[src/hdl/atb_pkg.sv]
// ----------------------------------------------------------------------------
// atb_pkg
// Shared types and constants of the auto threshold binarizer.
// ----------------------------------------------------------------------------
package atb_pkg;

    localparam int PIX_W  = 8;
    localparam int SUM_W  = 32;
    localparam int GAIN_W = 10;
    localparam int MODE_W = 5;
    localparam int PROD_W = SUM_W + GAIN_W;
    localparam int ADDR_W = 5;
    localparam int DATA_W = 32;

    localparam logic [PIX_W-1:0]  LEVEL_MAX = 8'd255;
    localparam logic [GAIN_W-1:0] GAIN_MAX  = 10'd512;
    localparam logic [SUM_W-1:0]  SUM_MAX   = 32'hFFFF_FFFF;

    localparam int MODE_EN    = 0;
    localparam int MODE_AUTO  = 1;
    localparam int MODE_BLACK = 2;
    localparam int MODE_UPPER = 3;
    localparam int MODE_LOWER = 4;

    typedef enum logic [2:0] {
        REG_MODE  = 3'd0,
        REG_UPPER = 3'd1,
        REG_LOWER = 3'd2,
        REG_GAIN  = 3'd3,
        REG_COUNT = 3'd4
    } t_reg_idx;

    typedef enum logic {
        KIND_ACC = 1'b0,
        KIND_BIN = 1'b1
    } t_kind;

    typedef struct packed {
        t_kind            kind;
        logic [PIX_W-1:0] pixel;
        logic             last;
    } t_entry;

    typedef struct packed {
        logic   valid;
        t_entry entry;
    } t_head;

    typedef enum logic [3:0] {
        ST_RUN = 4'b0001,
        ST_DIV = 4'b0010,
        ST_MUL = 4'b0100,
        ST_SAT = 4'b1000
    } t_back_state;

endpackage

[src/hdl/atb_queue.sv]
// ----------------------------------------------------------------------------
// atb_queue
// Front part: accepts items, tags them accumulate or binarize, queues them.
// ----------------------------------------------------------------------------
module atb_queue (
    input  logic                 i_clk,
    input  logic                 i_rst_n,
    input  logic                 i_valid,
    output logic                 o_stall,
    input  logic                 i_cmd,
    input  logic [atb_pkg::PIX_W-1:0] i_pixel,
    input  logic                 i_last_pixel,
    output atb_pkg::t_head       o_head,
    input  logic                 i_pop
);
    import atb_pkg::*;

    localparam int QDEPTH = 4;
    localparam int PTR_W  = $clog2(QDEPTH);

    t_entry             r_mem [QDEPTH];
    logic [PTR_W-1:0]   r_wr_ptr, n_wr_ptr;
    logic [PTR_W-1:0]   r_rd_ptr, n_rd_ptr;
    logic [PTR_W:0]     r_count, n_count;
    logic               push;
    logic               pop;
    t_entry             in_entry;

    assign o_stall = (r_count == (PTR_W+1)'(QDEPTH));
    assign push    = i_valid && !o_stall;
    assign pop     = i_pop && (r_count != '0);

    always_comb begin
        in_entry.kind  = i_cmd ? KIND_BIN : KIND_ACC;
        in_entry.pixel = i_pixel;
        in_entry.last  = i_last_pixel;
    end

    assign o_head.valid = (r_count != '0);
    assign o_head.entry = r_mem[r_rd_ptr];

    always_comb begin
        n_wr_ptr = push ? r_wr_ptr + 1'b1 : r_wr_ptr;
        n_rd_ptr = pop  ? r_rd_ptr + 1'b1 : r_rd_ptr;
        n_count  = r_count + (PTR_W+1)'(push) - (PTR_W+1)'(pop);
    end

    always_ff @(posedge i_clk) begin
        if (!i_rst_n) begin
            r_wr_ptr <= '0;
            r_rd_ptr <= '0;
            r_count  <= '0;
        end else begin
            r_wr_ptr <= n_wr_ptr;
            r_rd_ptr <= n_rd_ptr;
            r_count  <= n_count;
        end
    end

    always_ff @(posedge i_clk) begin
        if (push) begin
            r_mem[r_wr_ptr] <= in_entry;
        end
    end

endmodule

[src/hdl/atb_div.sv]
// ----------------------------------------------------------------------------
// atb_div
// Restoring divider, one quotient bit per cycle.
// ----------------------------------------------------------------------------
module atb_div #(
    parameter int DIVISOR_W = 25
) (
    input  logic                         i_clk,
    input  logic                         i_rst_n,
    input  logic                         i_start,
    input  logic [atb_pkg::SUM_W-1:0]    i_dividend,
    input  logic [DIVISOR_W-1:0]         i_divisor,
    output logic                         o_done,
    output logic [atb_pkg::SUM_W-1:0]    o_quotient
);
    import atb_pkg::*;

    localparam int CNT_W = $clog2(SUM_W);

    logic                 r_busy;
    logic [CNT_W-1:0]     r_cnt;
    logic [DIVISOR_W-1:0] r_divisor;
    logic [DIVISOR_W-1:0] r_rem;
    logic [SUM_W-1:0]     r_quo;
    logic                 r_done;
    logic [DIVISOR_W:0]   rem_sh;
    logic [DIVISOR_W:0]   rem_sub;
    logic                 q_bit;

    always_comb begin
        rem_sh  = {r_rem, r_quo[SUM_W-1]};
        rem_sub = rem_sh - {1'b0, r_divisor};
        q_bit   = (rem_sh >= {1'b0, r_divisor});
    end

    always_ff @(posedge i_clk) begin
        if (!i_rst_n) begin
            r_busy <= 1'b0;
            r_done <= 1'b0;
            r_cnt  <= '0;
        end else begin
            r_done <= 1'b0;
            if (i_start) begin
                r_busy <= 1'b1;
                r_cnt  <= '0;
            end else if (r_busy) begin
                r_cnt <= r_cnt + 1'b1;
                if (r_cnt == CNT_W'(SUM_W - 1)) begin
                    r_busy <= 1'b0;
                    r_done <= 1'b1;
                end
            end
        end
    end

    always_ff @(posedge i_clk) begin
        if (i_start) begin
            r_divisor <= i_divisor;
            r_rem     <= '0;
            r_quo     <= i_dividend;
        end else if (r_busy) begin
            r_rem <= q_bit ? rem_sub[DIVISOR_W-1:0] : rem_sh[DIVISOR_W-1:0];
            r_quo <= {r_quo[SUM_W-2:0], q_bit};
        end
    end

    assign o_done     = r_done;
    assign o_quotient = r_quo;

endmodule

[src/hdl/atb_back.sv]
// ----------------------------------------------------------------------------
// atb_back
// Back part: sums accumulate items, derives the auto window at pass end,
// binarizes pixels and holds the result register.
// ----------------------------------------------------------------------------
module atb_back #(
    parameter int CNT_W = 25
) (
    input  logic                          i_clk,
    input  logic                          i_rst_n,
    input  atb_pkg::t_head                i_head,
    output logic                          o_pop,
    input  logic [atb_pkg::MODE_W-1:0]    i_mode,
    input  logic [atb_pkg::PIX_W-1:0]     i_upper,
    input  logic [atb_pkg::PIX_W-1:0]     i_lower,
    input  logic [atb_pkg::GAIN_W-1:0]    i_gain,
    input  logic [CNT_W-1:0]              i_count,
    output logic                          o_valid,
    input  logic                          i_stall,
    output logic [atb_pkg::PIX_W-1:0]     o_out_pixel,
    output logic                          o_applied,
    output logic                          o_out_last,
    output logic [atb_pkg::PIX_W-1:0]     o_used_low,
    output logic [atb_pkg::PIX_W-1:0]     o_used_high
);
    import atb_pkg::*;

    t_back_state        r_state, n_state;
    logic [SUM_W-1:0]   r_sum;
    logic [PIX_W-1:0]   r_auto_low, r_auto_high;
    logic [SUM_W-1:0]   r_mean;
    logic [PROD_W-1:0]  r_prod;
    logic               r_out_valid;
    logic [PIX_W-1:0]   r_out_pixel, r_out_low, r_out_high;
    logic               r_out_applied, r_out_last;

    logic [SUM_W:0]     sum_ext;
    logic [SUM_W-1:0]   sum_next;
    logic               out_free;
    logic               take_acc, take_bin;
    logic               div_start, div_done;
    logic [SUM_W-1:0]   div_quo;
    logic [GAIN_W-1:0]  gain_clamped;
    logic [PIX_W-1:0]   thr;
    logic [PIX_W-1:0]   pix, lo, hi, res;

    assign pix      = i_head.entry.pixel;
    assign sum_ext  = {1'b0, r_sum} + (SUM_W+1)'(pix);
    assign sum_next = sum_ext[SUM_W] ? SUM_MAX : sum_ext[SUM_W-1:0];
    assign out_free = !r_out_valid || !i_stall;

    assign take_acc = (r_state == ST_RUN) && i_head.valid
                      && (i_head.entry.kind == KIND_ACC);
    assign take_bin = (r_state == ST_RUN) && i_head.valid
                      && (i_head.entry.kind == KIND_BIN) && out_free;
    assign o_pop    = take_acc || take_bin;
    assign div_start = take_acc && i_head.entry.last && (i_count != '0);

    assign gain_clamped = (i_gain > GAIN_MAX) ? GAIN_MAX : i_gain;
    assign thr = (r_prod[PROD_W-1:2*PIX_W] != '0) ? LEVEL_MAX : r_prod[2*PIX_W-1:PIX_W];

    atb_div #(
        .DIVISOR_W (CNT_W)
    ) u_div (
        .i_clk      (i_clk),
        .i_rst_n    (i_rst_n),
        .i_start    (div_start),
        .i_dividend (sum_next),
        .i_divisor  (i_count),
        .o_done     (div_done),
        .o_quotient (div_quo)
    );

    always_comb begin
        if (i_mode[MODE_AUTO]) begin
            lo = r_auto_low;
            hi = r_auto_high;
        end else begin
            hi = i_mode[MODE_UPPER] ? i_upper : LEVEL_MAX;
            lo = i_mode[MODE_LOWER] ? i_lower : '0;
        end
        if (hi >= lo) begin
            res = (pix >= lo && pix <= hi) ? LEVEL_MAX : '0;
        end else begin
            res = (pix < hi || pix > lo) ? LEVEL_MAX : '0;
        end
    end

    always_comb begin
        n_state = r_state;
        unique case (r_state)
            ST_RUN: begin
                if (div_start) begin
                    n_state = ST_DIV;
                end
            end
            ST_DIV: begin
                if (div_done) begin
                    n_state = ST_MUL;
                end
            end
            ST_MUL: n_state = ST_SAT;
            ST_SAT: n_state = ST_RUN;
            default: n_state = ST_RUN;
        endcase
    end

    always_ff @(posedge i_clk) begin
        if (!i_rst_n) begin
            r_state     <= ST_RUN;
            r_sum       <= '0;
            r_auto_low  <= '0;
            r_auto_high <= '0;
            r_out_valid <= 1'b0;
        end else begin
            r_state <= n_state;
            if (take_acc) begin
                r_sum <= i_head.entry.last ? '0 : sum_next;
                if (i_head.entry.last && (i_count == '0)) begin
                    r_auto_low  <= '0;
                    r_auto_high <= '0;
                end
            end
            if (r_state == ST_SAT) begin
                if (i_mode[MODE_BLACK]) begin
                    r_auto_low  <= thr;
                    r_auto_high <= LEVEL_MAX;
                end else begin
                    r_auto_low  <= '0;
                    r_auto_high <= thr;
                end
            end
            if (take_bin) begin
                r_out_valid <= 1'b1;
            end else if (!i_stall) begin
                r_out_valid <= 1'b0;
            end
        end
    end

    always_ff @(posedge i_clk) begin
        if (div_done) begin
            r_mean <= div_quo;
        end
        if (r_state == ST_MUL) begin
            r_prod <= PROD_W'(r_mean) * PROD_W'(gain_clamped);
        end
        if (take_bin) begin
            r_out_last <= i_head.entry.last;
            if (i_mode[MODE_EN]) begin
                r_out_pixel   <= res;
                r_out_applied <= 1'b1;
                r_out_low     <= lo;
                r_out_high    <= hi;
            end else begin
                r_out_pixel   <= pix;
                r_out_applied <= 1'b0;
                r_out_low     <= '0;
                r_out_high    <= '0;
            end
        end
    end

    assign o_valid     = r_out_valid;
    assign o_out_pixel = r_out_pixel;
    assign o_applied   = r_out_applied;
    assign o_out_last  = r_out_last;
    assign o_used_low  = r_out_low;
    assign o_used_high = r_out_high;

endmodule

[src/hdl/auto_threshold_binarizer_top.sv]
// ----------------------------------------------------------------------------
// auto_threshold_binarizer_top
// Binarizes 8-bit pixels against a manual or mean-derived window.
// ----------------------------------------------------------------------------
// Input channel: i_valid / o_stall carry cmd, pixel and last_pixel. An item
// with cmd=0 is summed and gives no result; at its last pixel the auto
// window is derived from the mean. An item with cmd=1 gives one result on
// o_valid / i_stall.
// Items enter a 4-entry queue; outside divider passes and output stalls the
// back end takes one per cycle, so the sustained rate is one item per clock.
// Binarize items pass the queue memory, then the output register.
// The last pixel of an accumulate pass, with a nonzero count register, starts
// a radix-2 divider: the back end holds off the queue for 32 divide steps, the
// done strobe, a multiply state and a saturate and update state.
// A receiver stall holds the output register; the queue keeps filling and
// o_stall rises once it is full.
// Synchronous reset clears the queue, the output valid, the pixel sum and
// the auto window, and loads the register reset values.
// APB: registers at byte addresses 0,4,8,12,16; pready is always high.
// ----------------------------------------------------------------------------
module auto_threshold_binarizer_top #(
    parameter int MAX_PIXELS = 16777216
) (
    input  logic        i_clk,
    input  logic        i_rst_n,
    input  logic        psel,
    input  logic        penable,
    input  logic        pwrite,
    input  logic [atb_pkg::ADDR_W-1:0] paddr,
    input  logic [atb_pkg::DATA_W-1:0] pwdata,
    output logic [atb_pkg::DATA_W-1:0] prdata,
    output logic        pready,
    input  logic        i_valid,
    output logic        o_stall,
    input  logic        i_cmd,
    input  logic [atb_pkg::PIX_W-1:0] i_pixel,
    input  logic        i_last_pixel,
    output logic        o_valid,
    input  logic        i_stall,
    output logic [atb_pkg::PIX_W-1:0] o_out_pixel,
    output logic        o_applied,
    output logic        o_out_last,
    output logic [atb_pkg::PIX_W-1:0] o_used_low,
    output logic [atb_pkg::PIX_W-1:0] o_used_high
);
    import atb_pkg::*;

    localparam int CNT_W = $clog2(MAX_PIXELS + 1);

    logic [MODE_W-1:0] r_mode;
    logic [PIX_W-1:0]  r_upper;
    logic [PIX_W-1:0]  r_lower;
    logic [GAIN_W-1:0] r_gain;
    logic [CNT_W-1:0]  r_count;
    logic              wr_en;
    t_reg_idx          reg_idx;
    t_head             head;
    logic              pop;

    assign pready  = 1'b1;
    assign wr_en   = psel && penable && pwrite && pready;
    assign reg_idx = t_reg_idx'(paddr[ADDR_W-1:2]);

    always_ff @(posedge i_clk) begin
        if (!i_rst_n) begin
            r_mode  <= '0;
            r_upper <= LEVEL_MAX;
            r_lower <= '0;
            r_gain  <= GAIN_W'(256);
            r_count <= '0;
        end else if (wr_en) begin
            case (reg_idx)
                REG_MODE:  r_mode  <= pwdata[MODE_W-1:0];
                REG_UPPER: r_upper <= pwdata[PIX_W-1:0];
                REG_LOWER: r_lower <= pwdata[PIX_W-1:0];
                REG_GAIN:  r_gain  <= pwdata[GAIN_W-1:0];
                REG_COUNT: r_count <= pwdata[CNT_W-1:0];
                default: ;
            endcase
        end
    end

    always_comb begin
        case (reg_idx)
            REG_MODE:  prdata = DATA_W'(r_mode);
            REG_UPPER: prdata = DATA_W'(r_upper);
            REG_LOWER: prdata = DATA_W'(r_lower);
            REG_GAIN:  prdata = DATA_W'(r_gain);
            REG_COUNT: prdata = DATA_W'(r_count);
            default:   prdata = '0;
        endcase
    end

    atb_queue u_queue (
        .i_clk        (i_clk),
        .i_rst_n      (i_rst_n),
        .i_valid      (i_valid),
        .o_stall      (o_stall),
        .i_cmd        (i_cmd),
        .i_pixel      (i_pixel),
        .i_last_pixel (i_last_pixel),
        .o_head       (head),
        .i_pop        (pop)
    );

    atb_back #(
        .CNT_W (CNT_W)
    ) u_back (
        .i_clk       (i_clk),
        .i_rst_n     (i_rst_n),
        .i_head      (head),
        .o_pop       (pop),
        .i_mode      (r_mode),
        .i_upper     (r_upper),
        .i_lower     (r_lower),
        .i_gain      (r_gain),
        .i_count     (r_count),
        .o_valid     (o_valid),
        .i_stall     (i_stall),
        .o_out_pixel (o_out_pixel),
        .o_applied   (o_applied),
        .o_out_last  (o_out_last),
        .o_used_low  (o_used_low),
        .o_used_high (o_used_high)
    );

endmodule
[config.mk]
export PLATFORM = sky130hd
export DESIGN_NAME = auto_threshold_binarizer_top
export DESIGN_NICKNAME = d
export VERILOG_FILES = /design/src/hdl/atb_pkg.sv /design/src/hdl/atb_queue.sv /design/src/hdl/atb_div.sv /design/src/hdl/atb_back.sv /design/src/hdl/auto_threshold_binarizer_top.sv
export SDC_FILE = /design/constraint.sdc
export NUM_CORES = 1
export LEC_CHECK = 0
export ABC_AREA = 1
export BUFFER_PORTS_ARGS = -buffer_cell sky130_fd_sc_hd__clkbuf_2
export CORE_MARGIN = 1
export CORE_UTILIZATION = 50
export DETAILED_ROUTE_END_ITERATION = 10
export PLACE_DENSITY = 0.67
export SLEW_MARGIN = 20
export SYNTH_ARGS = -nofsm -noshare
export SYNTH_HDL_FRONTEND = slang
export SYNTH_HIERARCHICAL = 1
export SYNTH_SLANG_ARGS = --single-unit
[constraint.sdc]
create_clock -name i_clk -period 13.1 [get_ports i_clk]
set_input_delay 1.965 -clock i_clk [delete_from_list [all_inputs] [get_ports i_clk]]
set_output_delay 1.965 -clock i_clk [all_outputs]
set_load 0.02 [all_outputs]
==> metrics.cfg, run 1 <==
[outcome]
outcome = finished, final reports clean

[worst_setup_path]
critical_path_class = reg2reg
path_max_fanout = 19
end_kind = flip-flop
required_ns = 13.39
rrSetupSlack_ns = 5.98
worstReg2RegEnd = u_back/r_prod[37]
r2r_cells = 20
rr_startpoint = r_gain[9]
critPathArrivalTime_ns = 7.42
cp-start-kind = flip-flop

[die]
die_x_um = 238
coreArea_um2 = 55100
start_util_pct = 50.5
dieArea_um2 = 56600
pin_count = 115
die_h_um = 238
row_count = 86

[logic_synthesis]
synth_top_area_cell = edfxtp_1
seq_area_frac_synth_pct = 31.2
synth_area_leaders = edfxtp_1 20%, fa_1 17%, nand2_1 14%
synthFlopType = edfxtp_1
async_flop_share_pct = 0
yosysWarnings = 6
synth_edf_count = 189
yosysMostFrequentCell = nand2_1
yosys.area.top_type_share_pct = 20.4
ys_ff_latch = 339
syn_avg_cell_area_um2 = 7.69
syn-cell-area_um2 = 27800
synth_cells = 3617
synth_cell_types = 52
synthTopCellsByCount = 1072 x nand2_1, 616 x inv_1, 361 x nor2_1

[hold_path]
min_path_cells = 0
hold_class = reg2reg
worstHoldStart = u_back/u_div/o_quotient[8]
min_to = u_back/r_mean[8]

[cells_and_area]
fillers = 5375
fin_area_um2 = 30100
layout-drive-gt1-share_pct = 7.37
n_antenna_cell = 0
regArea_um2 = 8680
syn_to_final_growth_pct = 7.98
multiInputGateArea_um2 = 16200
nets = 4082

[timing]
period_needed_ns = 7.12
maxSlewHeadroom_pct = 29.0
fin_setup_tns_ns = 0
fin_crit_sh_pct = 54.4
tightest_slew_ns = 1.06
hold_viol = 0
drv_slew = 0
setup_viol = 0
rsz0062_at_grt = no
fin_skew_ns = 0.0282
fmax_mhz = 140

[drt]
wirelength_um = 71300
drt_iter0_markers = 1620
wl_per_cell_um = 16.1
first_pass_iters = 7
drc = 0
vias_per_cell = 5.20
via_count = 23000
ant_nets = 0

[placed_design]
gp_congestion = 0.937
placed_area_um2 = 28800
dp_hpwl_um = 53200
portBuffers = 97

[global_route]
grt_util_met2_pct = 41.1
grt_usage_pct = 25.6
grtUsageMet1_pct = 36.5
gr-usage-met3_pct = 3.33
antenna_found_initial = 0
grt_busiest_layer = met2
grt_max_degree = 66
grt_pass1_vias = 22100
grt_pass1_wl_um = 116000
gr-total-overflow = 0

[cts]
cts-resized-gates = 0
cts_hold_buf = 0
cts.sinks = 339
cts_tree = yes
cts-root-buf = clkbuf_16
numCtsBuffers = 38
clock_latency_ns = 0.57
cts_setup_buffers = 0
clk_pin_slew_ns = 0.06
cts_max_level = 2
cts_buffer_depth = 3

[power_and_ir_drop]
power.density_nw_per_um2 = 127
p_leak_nw = 14.7
ir_worst_vdd_v = 0.000150

[flow_run]
cap_violations = 0

-- worst max-delay path by stage --
stage                         to      start  slack [ns]
3_3_place_gp   u_back/r_prod[41]  r_gain[9]        6.29
2_1_floorplan  u_back/r_prod[37]  r_gain[1]        7.48
5_1_grt        u_back/r_prod[34]  r_gain[9]        5.63
3_5_place_dp   u_back/r_prod[41]  r_gain[9]        6.12
6_report       u_back/r_prod[37]  r_gain[9]        5.98
4_1_cts        u_back/r_prod[41]  r_gain[9]        6.10
-- final cells by class --
cell class / count / area share, %
multi-input combinational: 2520 / 53.9
sequential: 339 / 28.9
inverter: 637 / 7.96
clock buffer: 49 / 3.51
tap: 748 / 3.11
timing repair buffer: 112 / 1.99
clock inverter: 21 / 0.649
-- power breakdown --
group          total (mW)  switching, mW  internal [mW]
registers            1.38         0.0823           1.30
logic                1.35          0.926          0.428
clock network        1.07          0.452          0.616
-- state kept, by name (all words and copies together), names as in the netlist, 10 cells and up, named ones only --
register	cells
r_gain	10
u_back/r_sum	32
u_back/r_prod	34
r_count	25
u_queue/r_mem	40
u_back/u_div/r_divisor	25
u_back/r_mean	32
u_back/u_div/r_rem	25
u_back/u_div/o_quotient	32
-- critical path: stages, from the launching register on --
cell and delay, ns:
dfxtp_1 0.34, inv_2 0.06, nand2_1 0.72, clkinv_1 1.09, nand2_1 0.33, fa_1 0.46
inv_1 0.10, fa_1 0.41, fa_1 0.53, fa_1 0.55, inv_1 0.05, fa_1 0.53
inv_1 0.04, ha_1 0.35, nand2_1 0.13, nor2_1 0.32, a21oi_1 0.12, o211ai_1 0.41
nand2_1 0.13, nand3_1 0.12, nand2_1 0.07
-- placed cells by master, fill, tap and decap left out, types with 8 or more instances in the layout --
cell / instances
nand2_1: 1072
inv_1: 613
nor2_1: 355
fa_1: 239
nand3_1: 202
edfxtp_1: 189
dfxtp_1: 150
a21oi_1: 144
ha_1: 141
clkbuf_2: 97
o21ai_0: 74
nand4_1: 53
clkbuf_16: 40
nand3_2: 30
xor2_1: 20
nor3_1: 19
o22ai_1: 18
xnor2_1: 18
nor2_2: 15
buf_4: 15
inv_2: 14
nand2_2: 11
clkinv_1: 11
nand3b_1: 11
clkinv_2: 10
a211oi_1: 9
conb_1: 8
nor4_1: 8
-- metrics by stage --
step           std cells  utilization (%)  worst slack [ns]  total power, mW  hold slack, ns
6_report            4426             54.6              5.98             3.81           0.441
5_1_grt             4426             54.6              5.63             4.05           0.444
4_1_cts             4426             54.5              6.10             3.83           0.438
3_5_place_dp        4356             52.3              6.12             2.74           0.435
3_3_place_gp        4356             52.3              6.29             2.73           0.433
2_1_floorplan       3623                -              7.48             2.41           0.420
-- per-layer routing --
metal | vias to the layer above | wire length [µm]
met3 | 95 | 4260
met1 | 10900 | 33100
met2 | 684 | 32600
met4 | 0 | 1440
met5 | - | 0
li1 | 11300 | -
-- cell families (layout without fill, tap and decap cells) --
family	Yosys count	in the layout	synth area share [%]
AOI/OAI and AO/OA	285	285	5.65
xor gates and xnor gates	38	38	1.20
adders and majority gates	380	380	23.5
buffers and inverters	764	819	10.8
DFF	339	339	31.2
other	2	8	0.0270
and+or+nand+nor	1809	1809	27.6
(Power assumes the default switching activity.)
==> run 2: changes to the inputs <==
Settings changed: ABC_AREA 1 to 0, PLACE_DENSITY 0.67 to 0.69.
Clock period 13.1 ns to 6.16 ns, I/O delays scaled along.
==> metrics.cfg, run 2 <==
[outcome]
outcome = finished, violations left
failed_checks = design-rule violations, negative setup slack

[cells_and_area]
syn_to_final_growth_pct = 14.7
final_common_cell = nand2_1
layout-drive-gt1-share_pct = 18.6  ; +11 points
n_antenna_cell = 0  ; unchanged
final_cell_mix = 430 x nand2_1, 311 x inv_1, 234 x fa_1
reg_top3 = u_queue/r_mem: 40 flops, u_back/r_prod: 34 flops
nets = 3357  ; -18%
stdcell_count = 3641  ; -18%
regMostFlops = u_queue/r_mem
largest_reg_flops = 40  ; unchanged

[logic_synthesis]
yosysWarnings = 6  ; unchanged
ys_ff_latch = 339  ; unchanged
synth_edf_count = 189  ; unchanged
synth_area_leaders = edfxtp_1 21%, fa_1 18%, dfxtp_1 11%
synth_cells = 2781  ; -23%
synth_compound_area_share_pct = 11.5  ; +5.9 points
synth_top_area_cell = edfxtp_1
synth_adder_area_share_pct = 24.3  ; +0.76 points
syn_avg_cell_area_um2 = 9.69  ; +26%
synthFlopType = edfxtp_1
yosys.area_share.xor_xnor_pct = 2.50  ; +1.3 points
yosys.area.top_type_share_pct = 21.1  ; +0.66 points
synthMuxAreaShare_pct = 5.05  ; +5.0 points
syn-cell-area_um2 = 27000  ; -3.1%
yosysMostFrequentCell = nand2_1
synthTopCellsByCount = 442 x nand2_1, 323 x inv_1, 239 x fa_1
synth_simple_gate_area_share_pct = 17.2  ; -10 points
synth_cell_types = 107  ; +110%
synth_top_family_by_area = adder cells
seq_area_frac_synth_pct = 32.2  ; +1.0 points
async_flop_share_pct = 0  ; unchanged

[global_route]
antenna_found_initial = 0  ; unchanged
grt_pass1_vias = 20800  ; -5.8%
grt_usage_pct = 24.1  ; -1.5 points
gr-total-overflow = 0  ; unchanged
grt_max_degree = 99  ; +50%
grt_pass1_wl_um = 106000  ; -8.5%

[timing]
fmax_mhz = 159  ; +13%
rsz0062_at_grt = yes
fin_crit_sh_pct = 102  ; +48 points
period_needed_ns = 6.30  ; -0.827 ns
finalWorstSetupSlack_ns = -0.138  ; -6.11 ns
setup_viol = 10  ; +10
tightest_slew_ns = 1.09  ; +0.0226 ns
fin_skew_ns = 0.0368  ; +0.00863 ns
hold_viol = 0  ; unchanged
drv_slew = 0  ; unchanged
maxSlewHeadroom_pct = 27.3  ; -1.7 points

[worst_setup_path]
cp_slowest_cell = fa_1
critPathArrivalTime_ns = 6.59  ; -0.83 ns
critPathBufInv = 6  ; +1
path_common_cell = fa_1
critical_path_class = reg2reg
crit_chain = nor4_4 > a31oi_2 > nor2b_2 > buf_12 > buf_12 > nand2_2 > fa_1 > inv_1 > fa_1 > fa_2 > fa_1 > inv_2 > fa_1 > inv_2 > ha_4 > a21oi_2 > o211ai_1 > a21oi_4 > a211oi_4 > buf_6 > a21o_2 > a21o_1 > a21o_1 > xor2_1
slowest_delay_ns = 0.58  ; -0.51 ns
end_kind = flip-flop
required_ns = 6.46  ; -6.93 ns
cp-start-kind = flip-flop
crit_family = adder cells
path_max_fanout = 6  ; -13

[drt]
wirelength_um = 65500  ; -8.3%
vias_per_cell = 5.69  ; +9.4%
first_pass_iters = 8  ; +1
drc = 1  ; +1
drt_iter0_markers = 1447  ; -11%
wl_per_cell_um = 18.0  ; +12%
via_count = 20700  ; -10%
ant_nets = 0  ; unchanged

[cts]
cts_max_level = 2  ; unchanged
cts_buffer_depth = 3  ; unchanged
clk_pin_slew_ns = 0.07  ; about the same
clock_latency_ns = 0.58  ; about the same
cts.sinks = 339  ; unchanged
cts-root-buf = clkbuf_16
numCtsBuffers = 38  ; unchanged
cts_tree = yes
cts_hold_buf = 0  ; unchanged

[placed_design]
gp_congestion = 0.894  ; -4.5%
dp_slack_ns = -0.301  ; -6.42 ns
portBuffers = 97  ; unchanged
dp_hpwl_um = 48100  ; -9.5%
placed_cells = 3549  ; -19%

[die]
die_x_um = 234  ; -1.6%
die_h_um = 234  ; -1.6%
pin_count = 115  ; unchanged
start_util_pct = 51.0  ; +0.47 points
dieArea_um2 = 54800  ; -3.1%
row_count = 84  ; -2.3%
coreArea_um2 = 52900  ; -4.0%

[power_and_ir_drop]
p_leak_nw = 13.7  ; -6.7%
ir_worst_vdd_v = 0.000351  ; +130%
power.density_nw_per_um2 = 232  ; +83%

[flow_run]
cap_violations = 0  ; unchanged

[hold_path]
hold_class = reg2reg

==> run 2: worst register-to-register path, delay by kind of cell (launching register included) <==
| kind | cells | cell delay [ns] |
|---|---|---|
| AOI/OAI and AO/OA | 8 | 1.68 |
| buffers and inverters | 6 | 0.53 |
| xor gates and xnor gates | 1 | 0.07 |
| DFF | 1 | 0.34 |
| and+or+nand+nor | 3 | 0.53 |
| adders and majority gates | 6 | 2.85 |
==> run 2: timing repair <==
| action | 4_1_cts | 5_1_grt |
|---|---|---|
| buffers inserted | 6 | 17 |
| endpoints found under the setup margin | 22 | 23 |
| pin swaps | 31 | 99 |
| resized for setup | 51 | 94 |
==> run 2: final cells by class <==
cell class / count / area, µm²
multi-input combinational: 1961 / 17100
sequential: 339 / 8690
fill: 4324 / 21900
timing repair buffer: 258 / 1850
clock buffer: 41 / 972
clock inverter: 29 / 279
tap: 688 / 861
inverter: 325 / 1220
==> run 2: stage by stage <==
| step | power [mW] | util (%) | hold slack [ns] | setup TNS [ns] | area, µm² |
|---|---|---|---|---|---|
| after floorplan | 4.35 | - | 0.422 | 0 | 27000 |
| after global placement | 4.82 | 54.5 | 0.431 | -1.32 | 28800 |
| after detailed placement | 4.89 | 54.5 | 0.437 | -3.94 | 28800 |
| after CTS | 7.20 | 57.5 | 0.444 | -0.103 | 30400 |
| after global routing | 7.54 | 58.5 | 0.462 | -3.70 | 30900 |
| final | 7.18 | 58.5 | 0.450 | -0.932 | 30900 |
==> run 2: logic make-up after synthesis <==
family                     count (synthesis)
xor gates and xnor gates                  77
buffers and inverters                    487
muxes                                    119
and+or+nand+nor                          942
DFF                                      339
other                                      2
AOI/OAI and AO/OA                        435
adders and majority gates                380
==> run 2: where the power goes <==
group / switching (mW) / total (mW) / leakage, nW / internal [mW]
combinational: 1.29 / 2.11 / 10.2 / 0.819
sequential: 0.144 / 2.80 / 2.94 / 2.66
clock: 0.979 / 2.27 / 0.612 / 1.29
total: 2.41 / 7.18 / 13.7 / 4.77
==> run 2: routing by layer <==
| metal | track usage, % | share of wire (%) | vias to the layer above |
|---|---|---|---|
| met5 | 0 | 0 | - |
| met4 | 8.54 | 2.7 | 0 |
| met3 | 3.49 | 5.5 | 118 |
| met2 | 39.2 | 48 | 607 |
| met1 | 32.9 | 44 | 10300 |
| li1 | - | - | 9650 |
==> run 2: final timing paths <==
path,start,end,slack (ns),cells past startpoint
hold reg to reg,u_back/u_div/o_quotient[28],u_back/r_mean[28],0.45,0
hold / removal,u_back/u_div/o_quotient[28],u_back/r_mean[28],0.45,0
setup / recovery,r_gain[7],u_back/r_prod[26],-0.14,24
setup reg to reg,r_gain[7],u_back/r_prod[26],-0.14,24
